===== config.mk =====
export PLATFORM = sky130hd
export DESIGN_NAME = recent_key_history_dedup_unit
export DESIGN_NICKNAME = d
export VERILOG_FILES = /design/src/design/rkhd_pkg.sv /design/src/design/rkhd_hist_mem.sv /design/src/design/recent_key_history_dedup_unit.sv
export SDC_FILE = /design/constraint.sdc
export NUM_CORES = 1
export LEC_CHECK = 0
export BUFFER_PORTS_ARGS = -buffer_cell sky130_fd_sc_hd__buf_2
export CAP_MARGIN = 40
export CORE_MARGIN = 2
export CORE_UTILIZATION = 40
export CTS_CLUSTER_SIZE = 20
export DETAILED_ROUTE_END_ITERATION = 12
export PLACE_DENSITY = 0.54
export RECOVER_POWER = 25
export SLEW_MARGIN = 20
export SYNTH_ARGS = -nofsm -noshare
export SYNTH_HDL_FRONTEND = slang
export SYNTH_HIERARCHICAL = 1
export SYNTH_SLANG_ARGS = --single-unit
export TNS_END_PERCENT = 20

===== constraint.sdc =====
create_clock -name clk -period 6.8 [get_ports clk]
set_clock_uncertainty 0.2 [all_clocks]
set_input_delay 1.36 -clock clk [delete_from_list [all_inputs] [get_ports clk]]
set_output_delay 1.36 -clock clk [all_outputs]
set_load 0.01 [all_outputs]

===== src/design/rkhd_pkg.sv =====
// Shared types and constants for the recent key history duplicate check unit.
`default_nettype none

package rkhd_pkg;

    localparam int DEPTH     = 12;
    localparam int KEY_CHARS = 6;
    localparam int KEY_W     = 48;
    localparam int CNT_OUT_W = 4;

    localparam int KEY_BITS = 8 * KEY_CHARS;
    localparam int IDX_W    = (DEPTH > 1) ? $clog2(DEPTH) : 1;
    localparam int CNT_W    = $clog2(DEPTH + 1);

    localparam logic [KEY_W-1:0] KEY_MASK =
        (KEY_BITS >= KEY_W) ? {KEY_W{1'b1}} : ((KEY_W'(1) << KEY_BITS) - KEY_W'(1));

    localparam logic OP_LOAD  = 1'b0;
    localparam logic OP_CHECK = 1'b1;

    typedef struct packed {
        logic             operation;
        logic [KEY_W-1:0] key;
    } req_t;

    typedef struct packed {
        logic                 duplicate;
        logic [CNT_OUT_W-1:0] stored_count;
    } rsp_t;

    typedef struct packed {
        logic             en;
        logic [IDX_W-1:0] addr;
        logic [KEY_W-1:0] data;
    } mem_wr_t;

    typedef struct packed {
        logic             en;
        logic [IDX_W-1:0] addr;
    } mem_rd_t;

endpackage

`default_nettype wire


===== src/design/rkhd_hist_mem.sv =====
// History memory with one write port and one registered read port.
`default_nettype none

module rkhd_hist_mem (
    input  wire                        clk,
    input  wire rkhd_pkg::mem_wr_t     wr,
    input  wire rkhd_pkg::mem_rd_t     rd,
    output logic [rkhd_pkg::KEY_W-1:0] rd_data
);

    logic [rkhd_pkg::KEY_W-1:0] mem [rkhd_pkg::DEPTH];

    always_ff @(posedge clk)
    begin
        if (wr.en)
        begin
            mem[wr.addr] <= wr.data;
        end
        if (rd.en)
        begin
            rd_data <= mem[rd.addr];
        end
    end

endmodule

`default_nettype wire


===== src/design/recent_key_history_dedup_unit.sv =====
// Top level of the recent key history duplicate check unit with its scan sequencer.
// A load item goes from idle straight to the finish state; a check item first scans the valid
// entries from the oldest one and stops at the first match or after the last valid entry.
// The result is registered in the finish state, which waits while the output is stalled.
// The next item is taken only once the unit is back in idle after the result is registered.
// Reset empties the history and clears the entry count and both indexes.
`default_nettype none

module recent_key_history_dedup_unit (
    input  wire                 clk,
    input  wire                 rst_n,
    input  wire                 req_valid,
    output logic                req_stall,
    input  wire rkhd_pkg::req_t req_data,
    output logic                rsp_valid,
    input  wire                 rsp_stall,
    output rkhd_pkg::rsp_t      rsp_data
);

    typedef enum logic [1:0] {
        S_IDLE,
        S_SCAN,
        S_FINISH
    } state_t;

    state_t                          state_reg;
    logic                            op_reg;
    logic [rkhd_pkg::KEY_W-1:0]      key_reg;
    logic [rkhd_pkg::IDX_W-1:0]      pos_reg;
    logic [rkhd_pkg::CNT_W-1:0]      issued_reg;
    logic                            cmp_vld_reg;
    logic                            dup_reg;
    logic [rkhd_pkg::IDX_W-1:0]      oldest_reg;
    logic [rkhd_pkg::IDX_W-1:0]      next_idx_reg;
    logic [rkhd_pkg::CNT_W-1:0]      count_reg;
    logic                            rsp_valid_reg;
    rkhd_pkg::rsp_t                  rsp_data_reg;

    rkhd_pkg::mem_wr_t               mem_wr;
    rkhd_pkg::mem_rd_t               mem_rd;
    logic [rkhd_pkg::KEY_W-1:0]      mem_rd_data;

    logic                            req_xfer;
    logic                            hit;
    logic                            all_issued;
    logic                            out_free;
    logic                            finish_xfer;
    logic                            append;
    logic                            full;
    logic [rkhd_pkg::CNT_W-1:0]      count_next;

    function automatic logic [rkhd_pkg::IDX_W-1:0] wrap_inc(input logic [rkhd_pkg::IDX_W-1:0] p);
        logic [rkhd_pkg::IDX_W-1:0] r;
        if (p == rkhd_pkg::IDX_W'(rkhd_pkg::DEPTH - 1))
        begin
            r = '0;
        end
        else
        begin
            r = p + rkhd_pkg::IDX_W'(1);
        end
        return r;
    endfunction

    assign req_stall   = (state_reg != S_IDLE);
    assign req_xfer    = req_valid && !req_stall;
    assign hit         = cmp_vld_reg && (mem_rd_data == key_reg);
    assign all_issued  = (issued_reg == count_reg);
    assign out_free    = !rsp_valid_reg || !rsp_stall;
    assign full        = (count_reg == rkhd_pkg::CNT_W'(rkhd_pkg::DEPTH));
    assign finish_xfer = (state_reg == S_FINISH) && out_free;
    assign append      = finish_xfer && !dup_reg;
    assign count_next  = full ? count_reg : count_reg + rkhd_pkg::CNT_W'(1);

    always_comb
    begin
        mem_rd.en   = (state_reg == S_SCAN) && !all_issued;
        mem_rd.addr = pos_reg;
        mem_wr.en   = append;
        mem_wr.addr = next_idx_reg;
        mem_wr.data = key_reg;
    end

    rkhd_hist_mem u_mem (
        .clk     (clk),
        .wr      (mem_wr),
        .rd      (mem_rd),
        .rd_data (mem_rd_data)
    );

    always_ff @(posedge clk or negedge rst_n)
    begin
        if (!rst_n)
        begin
            state_reg     <= S_IDLE;
            op_reg        <= rkhd_pkg::OP_LOAD;
            key_reg       <= '0;
            pos_reg       <= '0;
            issued_reg    <= '0;
            cmp_vld_reg   <= 1'b0;
            dup_reg       <= 1'b0;
            oldest_reg    <= '0;
            next_idx_reg  <= '0;
            count_reg     <= '0;
            rsp_valid_reg <= 1'b0;
            rsp_data_reg  <= '0;
        end
        else
        begin
            if (rsp_valid_reg && !rsp_stall && !finish_xfer)
            begin
                rsp_valid_reg <= 1'b0;
            end
            unique case (state_reg)
                S_IDLE:
                begin
                    if (req_xfer)
                    begin
                        op_reg      <= req_data.operation;
                        key_reg     <= req_data.key & rkhd_pkg::KEY_MASK;
                        pos_reg     <= oldest_reg;
                        issued_reg  <= '0;
                        cmp_vld_reg <= 1'b0;
                        dup_reg     <= 1'b0;
                        if (req_data.operation == rkhd_pkg::OP_CHECK)
                        begin
                            state_reg <= S_SCAN;
                        end
                        else
                        begin
                            state_reg <= S_FINISH;
                        end
                    end
                end
                S_SCAN:
                begin
                    cmp_vld_reg <= !all_issued;
                    if (!all_issued)
                    begin
                        pos_reg    <= wrap_inc(pos_reg);
                        issued_reg <= issued_reg + rkhd_pkg::CNT_W'(1);
                    end
                    if (hit)
                    begin
                        dup_reg   <= 1'b1;
                        state_reg <= S_FINISH;
                    end
                    else if (all_issued && !cmp_vld_reg)
                    begin
                        state_reg <= S_FINISH;
                    end
                end
                S_FINISH:
                begin
                    if (out_free)
                    begin
                        rsp_valid_reg             <= 1'b1;
                        rsp_data_reg.duplicate    <= dup_reg;
                        if (append)
                        begin
                            count_reg    <= count_next;
                            next_idx_reg <= wrap_inc(next_idx_reg);
                            if (full)
                            begin
                                oldest_reg <= wrap_inc(oldest_reg);
                            end
                            rsp_data_reg.stored_count <= rkhd_pkg::CNT_OUT_W'(count_next);
                        end
                        else
                        begin
                            rsp_data_reg.stored_count <= rkhd_pkg::CNT_OUT_W'(count_reg);
                        end
                        state_reg <= S_IDLE;
                    end
                end
                default:
                begin
                    state_reg <= S_IDLE;
                end
            endcase
        end
    end

    assign rsp_valid = rsp_valid_reg;
    assign rsp_data  = rsp_data_reg;

    a_count_bound: assert property (@(posedge clk) disable iff (!rst_n)
        count_reg <= rkhd_pkg::CNT_W'(rkhd_pkg::DEPTH))
        else $error("Entry count exceeds the history depth.");

    a_full_ring: assert property (@(posedge clk) disable iff (!rst_n)
        full |-> (oldest_reg == next_idx_reg))
        else $error("Full history with oldest and next positions apart.");

    a_oldest_fixed: assert property (@(posedge clk) disable iff (!rst_n)
        !full |-> (oldest_reg == '0))
        else $error("Oldest position moved before the history filled.");

    a_load_no_dup: assert property (@(posedge clk) disable iff (!rst_n)
        ((state_reg == S_FINISH) && (op_reg == rkhd_pkg::OP_LOAD)) |-> !dup_reg)
        else $error("Load item flagged as duplicate.");

    a_scan_bound: assert property (@(posedge clk) disable iff (!rst_n)
        (state_reg == S_SCAN) |-> (issued_reg <= count_reg))
        else $error("Scan issued more reads than valid entries.");

endmodule

`default_nettype wire

---- Word-level counts from Yosys, hierarchy flattened ----
Memory sizes are Yosys's and may differ from the RTL's. A register that Yosys moved wholly into a read port is not among the register bits.
Index checks and enable logic that the tools add are counted.
W data, S select, Z words.
word-level totals
  bits in registers ....................... 74
  RAM bits ................................ 576
  input port bits ......................... 53
  memories kept ........................... 1
memory list
  name       depth  width  read ports  clocked after Yosys merged registers in  write ports  RTL line             RTL
  u_mem.mem  12     48     1           1                                        1            rkhd_hist_mem.sv:11  logic [rkhd_pkg::KEY_W-1:0] mem [rkhd_pkg::DEPTH];
cells by class
  $add $sub $neg .......................... 5
  equal/unequal tests ..................... 13
  mux-type cells .......................... 24
  bitwise gates (word level) .............. 1
  reduce and logical (&&, ||, !) cells .... 28
operator list
  kind                   count
  $eq A48 B48 Y1         1
  $mux W4                7
  $add A4 B1 Y4 const B  5
  $eq A4 B4 Y1 const B   4
  $pmux W4 S2            2
  $reduce_and A3 Y1      4
  $mux W2                5
  $logic_and A1 B1 Y1    8
  $ne A2 B2 Y1 const B   4
  $reduce_and A4 Y1      2
  $logic_not A1 Y1       7
  $mux W1                7
  $pmux W2 S3            1
  $reduce_and A2 Y1      3
  $eq A4 B4 Y1           1
  $pmux W1 S2            2
  $reduce_bool A2 Y1     2
  $ne A3 B2 Y1 const B   1
  $eq A2 B1 Y1 const B   1
  $eq A2 B2 Y1 const B   1
  $logic_not A2 Y1       1
  $logic_or A1 B1 Y1     1
  $not A1 Y1             1

---- Depth between registers and ports, before layout ----
  depth after elaboration ................. 8
  mapped depth ............................ 8
  depth with buffers taken out ............ 7

---- Cells and area by module ----
The synthesis kept the hierarchy.
modules (own cells, without submodules)
  module                         instances  cells an instance  area each (µm²)  seq. area each (µm²)
  rkhd_hist_mem                  1          986                23038.3          18738.0
  recent_key_history_dedup_unit  1          307                3636.0           1851.8

---- Least setup slack after synthesis ----
No wires, ideal clock.
  path kind ............................... input to register
  start point ............................. input port rsp_stall
  end point ............................... memory u_mem/mem[0][0] (netlist bit), enable pin
  library setup time ...................... 0.513 ns
  arrival time ............................ 5.643 ns
  data required time ...................... 6.087 ns
  path slack .............................. 0.444 ns
  stages on the path ...................... 4
  cell sequence ........................... nand2_1 > nor3b_4 > or3b_2 > nor3_1
between the ends
  longest elaborated chain between the ends .. 6
RTL lines
  what                           RTL line                             RTL
  start, declared                recent_key_history_dedup_unit.sv:16  input wire rsp_stall,
  $logic_not A1 Y1               recent_key_history_dedup_unit.sv:69  assign out_free = !rsp_valid_reg || !rsp_stall;
  $logic_or A1 B1 Y1             recent_key_history_dedup_unit.sv:69
  $logic_and A1 B1 Y1            recent_key_history_dedup_unit.sv:71  assign finish_xfer = (state_reg == S_FINISH) && out_free;
  $logic_and A1 B1 Y1            recent_key_history_dedup_unit.sv:72  assign append = finish_xfer && !dup_reg;
  via append                     recent_key_history_dedup_unit.sv:48  logic append;
  $mux W1                        rkhd_hist_mem.sv:15                  if (wr.en)
  $mux W1 (not written as such)  rkhd_hist_mem.sv:17                  mem[wr.addr] <= wr.data;
  end, declared                  rkhd_hist_mem.sv:11
The timed path passes the listed nets, and every way through them passes these cells.

---- Final worst setup path ----
  start point ............................. input port rsp_stall
  end point ............................... memory u_mem/mem[1][25] (netlist bit), enable pin
The elaborated chain is that of the path after synthesis.

==> results_dict.tcl <==
set metrics [dict create \
    start_kind "primary input" \
    synth_nets 1352 \
    cp_slowest_cell "or3b_2" \
    pwr-share-seq_pct 50.4 \
    crit_type "primary input to flop" \
    antenna_found_initial 1 \
    h-tree-depth 3 \
    async_flop_share_pct 10.6 \
    hold_viol 0 \
    via_per_inst 5.37 \
    yosys.area.top_type "edfxtp_1" \
    drc_errors 0 \
    ys_ff_latch 698 \
    grt_usage_pct 16.8 \
    drtPass1Iterations 5 \
    arrival_ps 3880 \
    grt_pass1_wl_um 86800 \
    slew_viol_final 0 \
    setup_slack_ps 2960 \
    power_density_nw_per_um2 428 \
    pwr-share-clk_pct 29.5 \
    total_power_mw 13.2 \
    port_buffers 59 \
    status "complete, no violations" \
    cts_buffers 75 \
    synth_ff_type "edfxtp_1" \
    vias 12561 \
    cts_setup_buffers 0 \
    die_w_um 262 \
    hold_buffers 0 \
    p_sw_share_pct 29.3 \
    holdCritPathClass "flop to flop" \
    reg2reg_to "u_mem/mem[1][25]$_DFFE_PP_" \
    cts_resized 0 \
    slew_headroom_pct 38.7 \
    place_congestion 0.736 \
    ys_top_cells_by_area "edfxtp_1 70%, mux4_2 8.1%, dfrtp_1 6.9%, mux2i_1 3.6%, mux2_2 2.2%" \
    dp_slack_ps 2330 \
    fin_setup_tns_ps 0 \
    core-area_um2 65900 \
    drtIter0Drc 886 \
    layout-drive-gt1-share_pct 25.5 \
    r2r_slack_ps 3300 \
    cts_max_path_buffers 3 \
    synth_seq_area_share_pct 77.2 \
    max_stage_delay_ps 610 \
    use_met3_pct 2.92 \
    area_growth_pct 15.1 \
    critPathRequiredTime_ps 6840 \
    rr_worst_depth 5 \
    fmax_mhz 260 \
    setup_viol 0 \
    whs_ps 298 \
    diodes 0 \
    ys_types 44 \
    nNetsFinal 1472 \
    cp-end-kind "flop" \
    met1_usage_pct 22.9 \
    worstMarginPinSlew_ps 920 \
    synth.top_cell.area_share_pct 70.2 \
    grt_pass1_vias 13329 \
    largest_reg_flops 576 \
    p_leak_nw 10.1 \
    min_to "rsp_data[4]$_DFFE_PN0P_" \
    internal_power_mw 9.30 \
    grt_overflow_total 0 \
    die_h_um 262 \
    maxCapViolations 0 \
    cts_root_buffer "clkbuf_16" \
    combPwrFrac_pct 20.1 \
    dieArea_um2 68800 \
    vdd_drop_max_mv 0.263 \
    syn_avg_cell_area_um2 20.6 \
    rsz0062_at_grt "no" \
    ant_nets 0 \
    syn-cell-area_um2 26700 \
    grt_max_degree 104 \
    yosys_warnings 6 \
    holdPathStages 2 \
    crit_family "simple AND/OR/NAND/NOR gates" \
    synth_edf_count 624 \
    rows 94 \
    r2r_start "state_reg[0]$_DFFE_PN0P_" \
    clk_latency_ps 610 \
    period_minus_slack_ps 3840 \
    critPathBufInv 2 \
    post-route-period-util_pct 56.5 \
    start_util_pct 40.5 \
    p_switching_mw 3.86 \
    syn-instance-count 1293 \
    min-delay-start "rsp_data[4]$_DFFE_PN0P_" \
    io_pins 60 \
    cts_tree "yes" \
    cts.sinks 698 \
    hpwlAfterDp_um 33600 \
    grt-busiest-layer "met2" \
    clkTransAtPathRegs_ps 60 \
    postLayoutCoreUtil_pct 46.6 \
    crit_path_max_fanout 29 \
    globalRouteMet2Util_pct 28.2 \
    wirelength_um 57600 \
    crit_path_cell_trace "buf_2, nand2_1, nor3b_4, or3b_2, nor2_4, buf_4" \
    avgRoutedWirePerCell_um 24.7 \
]
-- worst max-delay path by stage --
| stage | start | cells after the start | slack, ps | to |
|---|---|---|---|---|
| floorplan | rsp_stall | 4 | 440 | u_mem/mem[0][0]$_DFFE_PP_ |
| global placement | rsp_stall | 6 | 2240 | u_mem/mem[3][16]$_DFFE_PP_ |
| detailed placement | rsp_stall | 6 | 2330 | u_mem/mem[1][28]$_DFFE_PP_ |
| CTS | rsp_stall | 6 | 2970 | u_mem/mem[1][38]$_DFFE_PP_ |
| global route | rsp_stall | 6 | 2800 | u_mem/mem[1][28]$_DFFE_PP_ |
| finish | rsp_stall | 6 | 2960 | u_mem/mem[1][25]$_DFFE_PP_ |
-- cell usage in the layout, fill, tap and decap left out, types with 3 or more instances in the layout --
| master | instances |
|---|---|
| nand3_1 | 3 |
| nand2_1 | 24 |
| mux2_2 | 51 |
| inv_6 | 3 |
| buf_12 | 5 |
| buf_4 | 26 |
| bufinv_16 | 3 |
| a21oi_1 | 10 |
| buf_16 | 7 |
| clkinv_2 | 12 |
| nor2_1 | 7 |
| nand4_1 | 7 |
| clkinv_1 | 10 |
| dfrtp_1 | 72 |
| nor2_4 | 11 |
| ha_1 | 6 |
| inv_1 | 11 |
| o21ai_0 | 18 |
| a22oi_1 | 48 |
| mux4_2 | 96 |
| and4_1 | 3 |
| nand2b_1 | 4 |
| xor2_1 | 34 |
| o221ai_1 | 49 |
| edfxtp_1 | 624 |
| nor4_1 | 8 |
| nor3_2 | 3 |
| mux2i_1 | 97 |
| buf_2 | 58 |
| clkbuf_16 | 77 |
| xnor2_1 | 19 |
| clkbuf_1 | 27 |
| nor3_1 | 4 |
| clkbuf_8 | 6 |
-- cell type report --
class | instances | area, µm²
multi-input combinational | 524 | 5830
timing repair buffer | 102 | 815
tap | 864 | 1080
clock inverter | 31 | 254
fill | 5565 | 35100
inverter | 12 | 45.0
clock buffer | 106 | 2100
sequential | 698 | 20600
-- per-layer routing --
layer	wire length [µm]	vias up
li1	-	5580
met1	25600	6655
met2	28800	253
met3	2110	73
met4	1080	0
met5	0	-
-- metrics by stage --
stage / cell area, µm² / cells
6_report: 30700 / 2337
5_1_grt: 30700 / 2337
4_1_cts: 30700 / 2334
3_5_place_dp: 28300 / 2197
3_3_place_gp: 28100 / 2187
2_1_floorplan: 26700 / 1293
-- power groups by stage --
stage                     Combinational [mW]  Clock, mW  Sequential, mW
after detailed placement                2.63          0            6.81
after global placement                  2.57          0            6.76
after CTS                               2.64       3.99            6.72
after floorplan                         1.92          0            6.38
final                                   2.64       3.88            6.64
after global routing                    2.87       4.16            6.77
-- worst reg2reg max path, delay by kind of cell (launching register included) --
kind | cells | cell delay [ps]
AND/OR/NAND/NOR | 4 | 1910
flip-flops | 1 | 410
buffers and inverters | 1 | 580
-- cells in the mapped netlist, types with 18 or more instances --
| cell type | count |
|---|---|
| clkbuf_1 | 27 |
| mux4_2 | 96 |
| a22oi_1 | 48 |
| xor2_1 | 34 |
| nor2_1 | 18 |
| dfrtp_1 | 74 |
| nand2_1 | 25 |
| mux2i_1 | 97 |
| xnor2_1 | 19 |
| o221ai_1 | 49 |
| mux2_2 | 51 |
| edfxtp_1 | 624 |
| o21ai_0 | 18 |
-- cells by family after synthesis --
kind of cell    after synthesis  synth area share [%]
mux                         244                  13.9
flops                       698                  77.2
fa+ha+maj                     6                 0.281
simple gates                 87                  1.72
xor+xnor                     53                  1.74
compound gates              134                  3.79
buf+inv                      71                  1.38
Note: power is estimated with default switching activity, not from simulation.
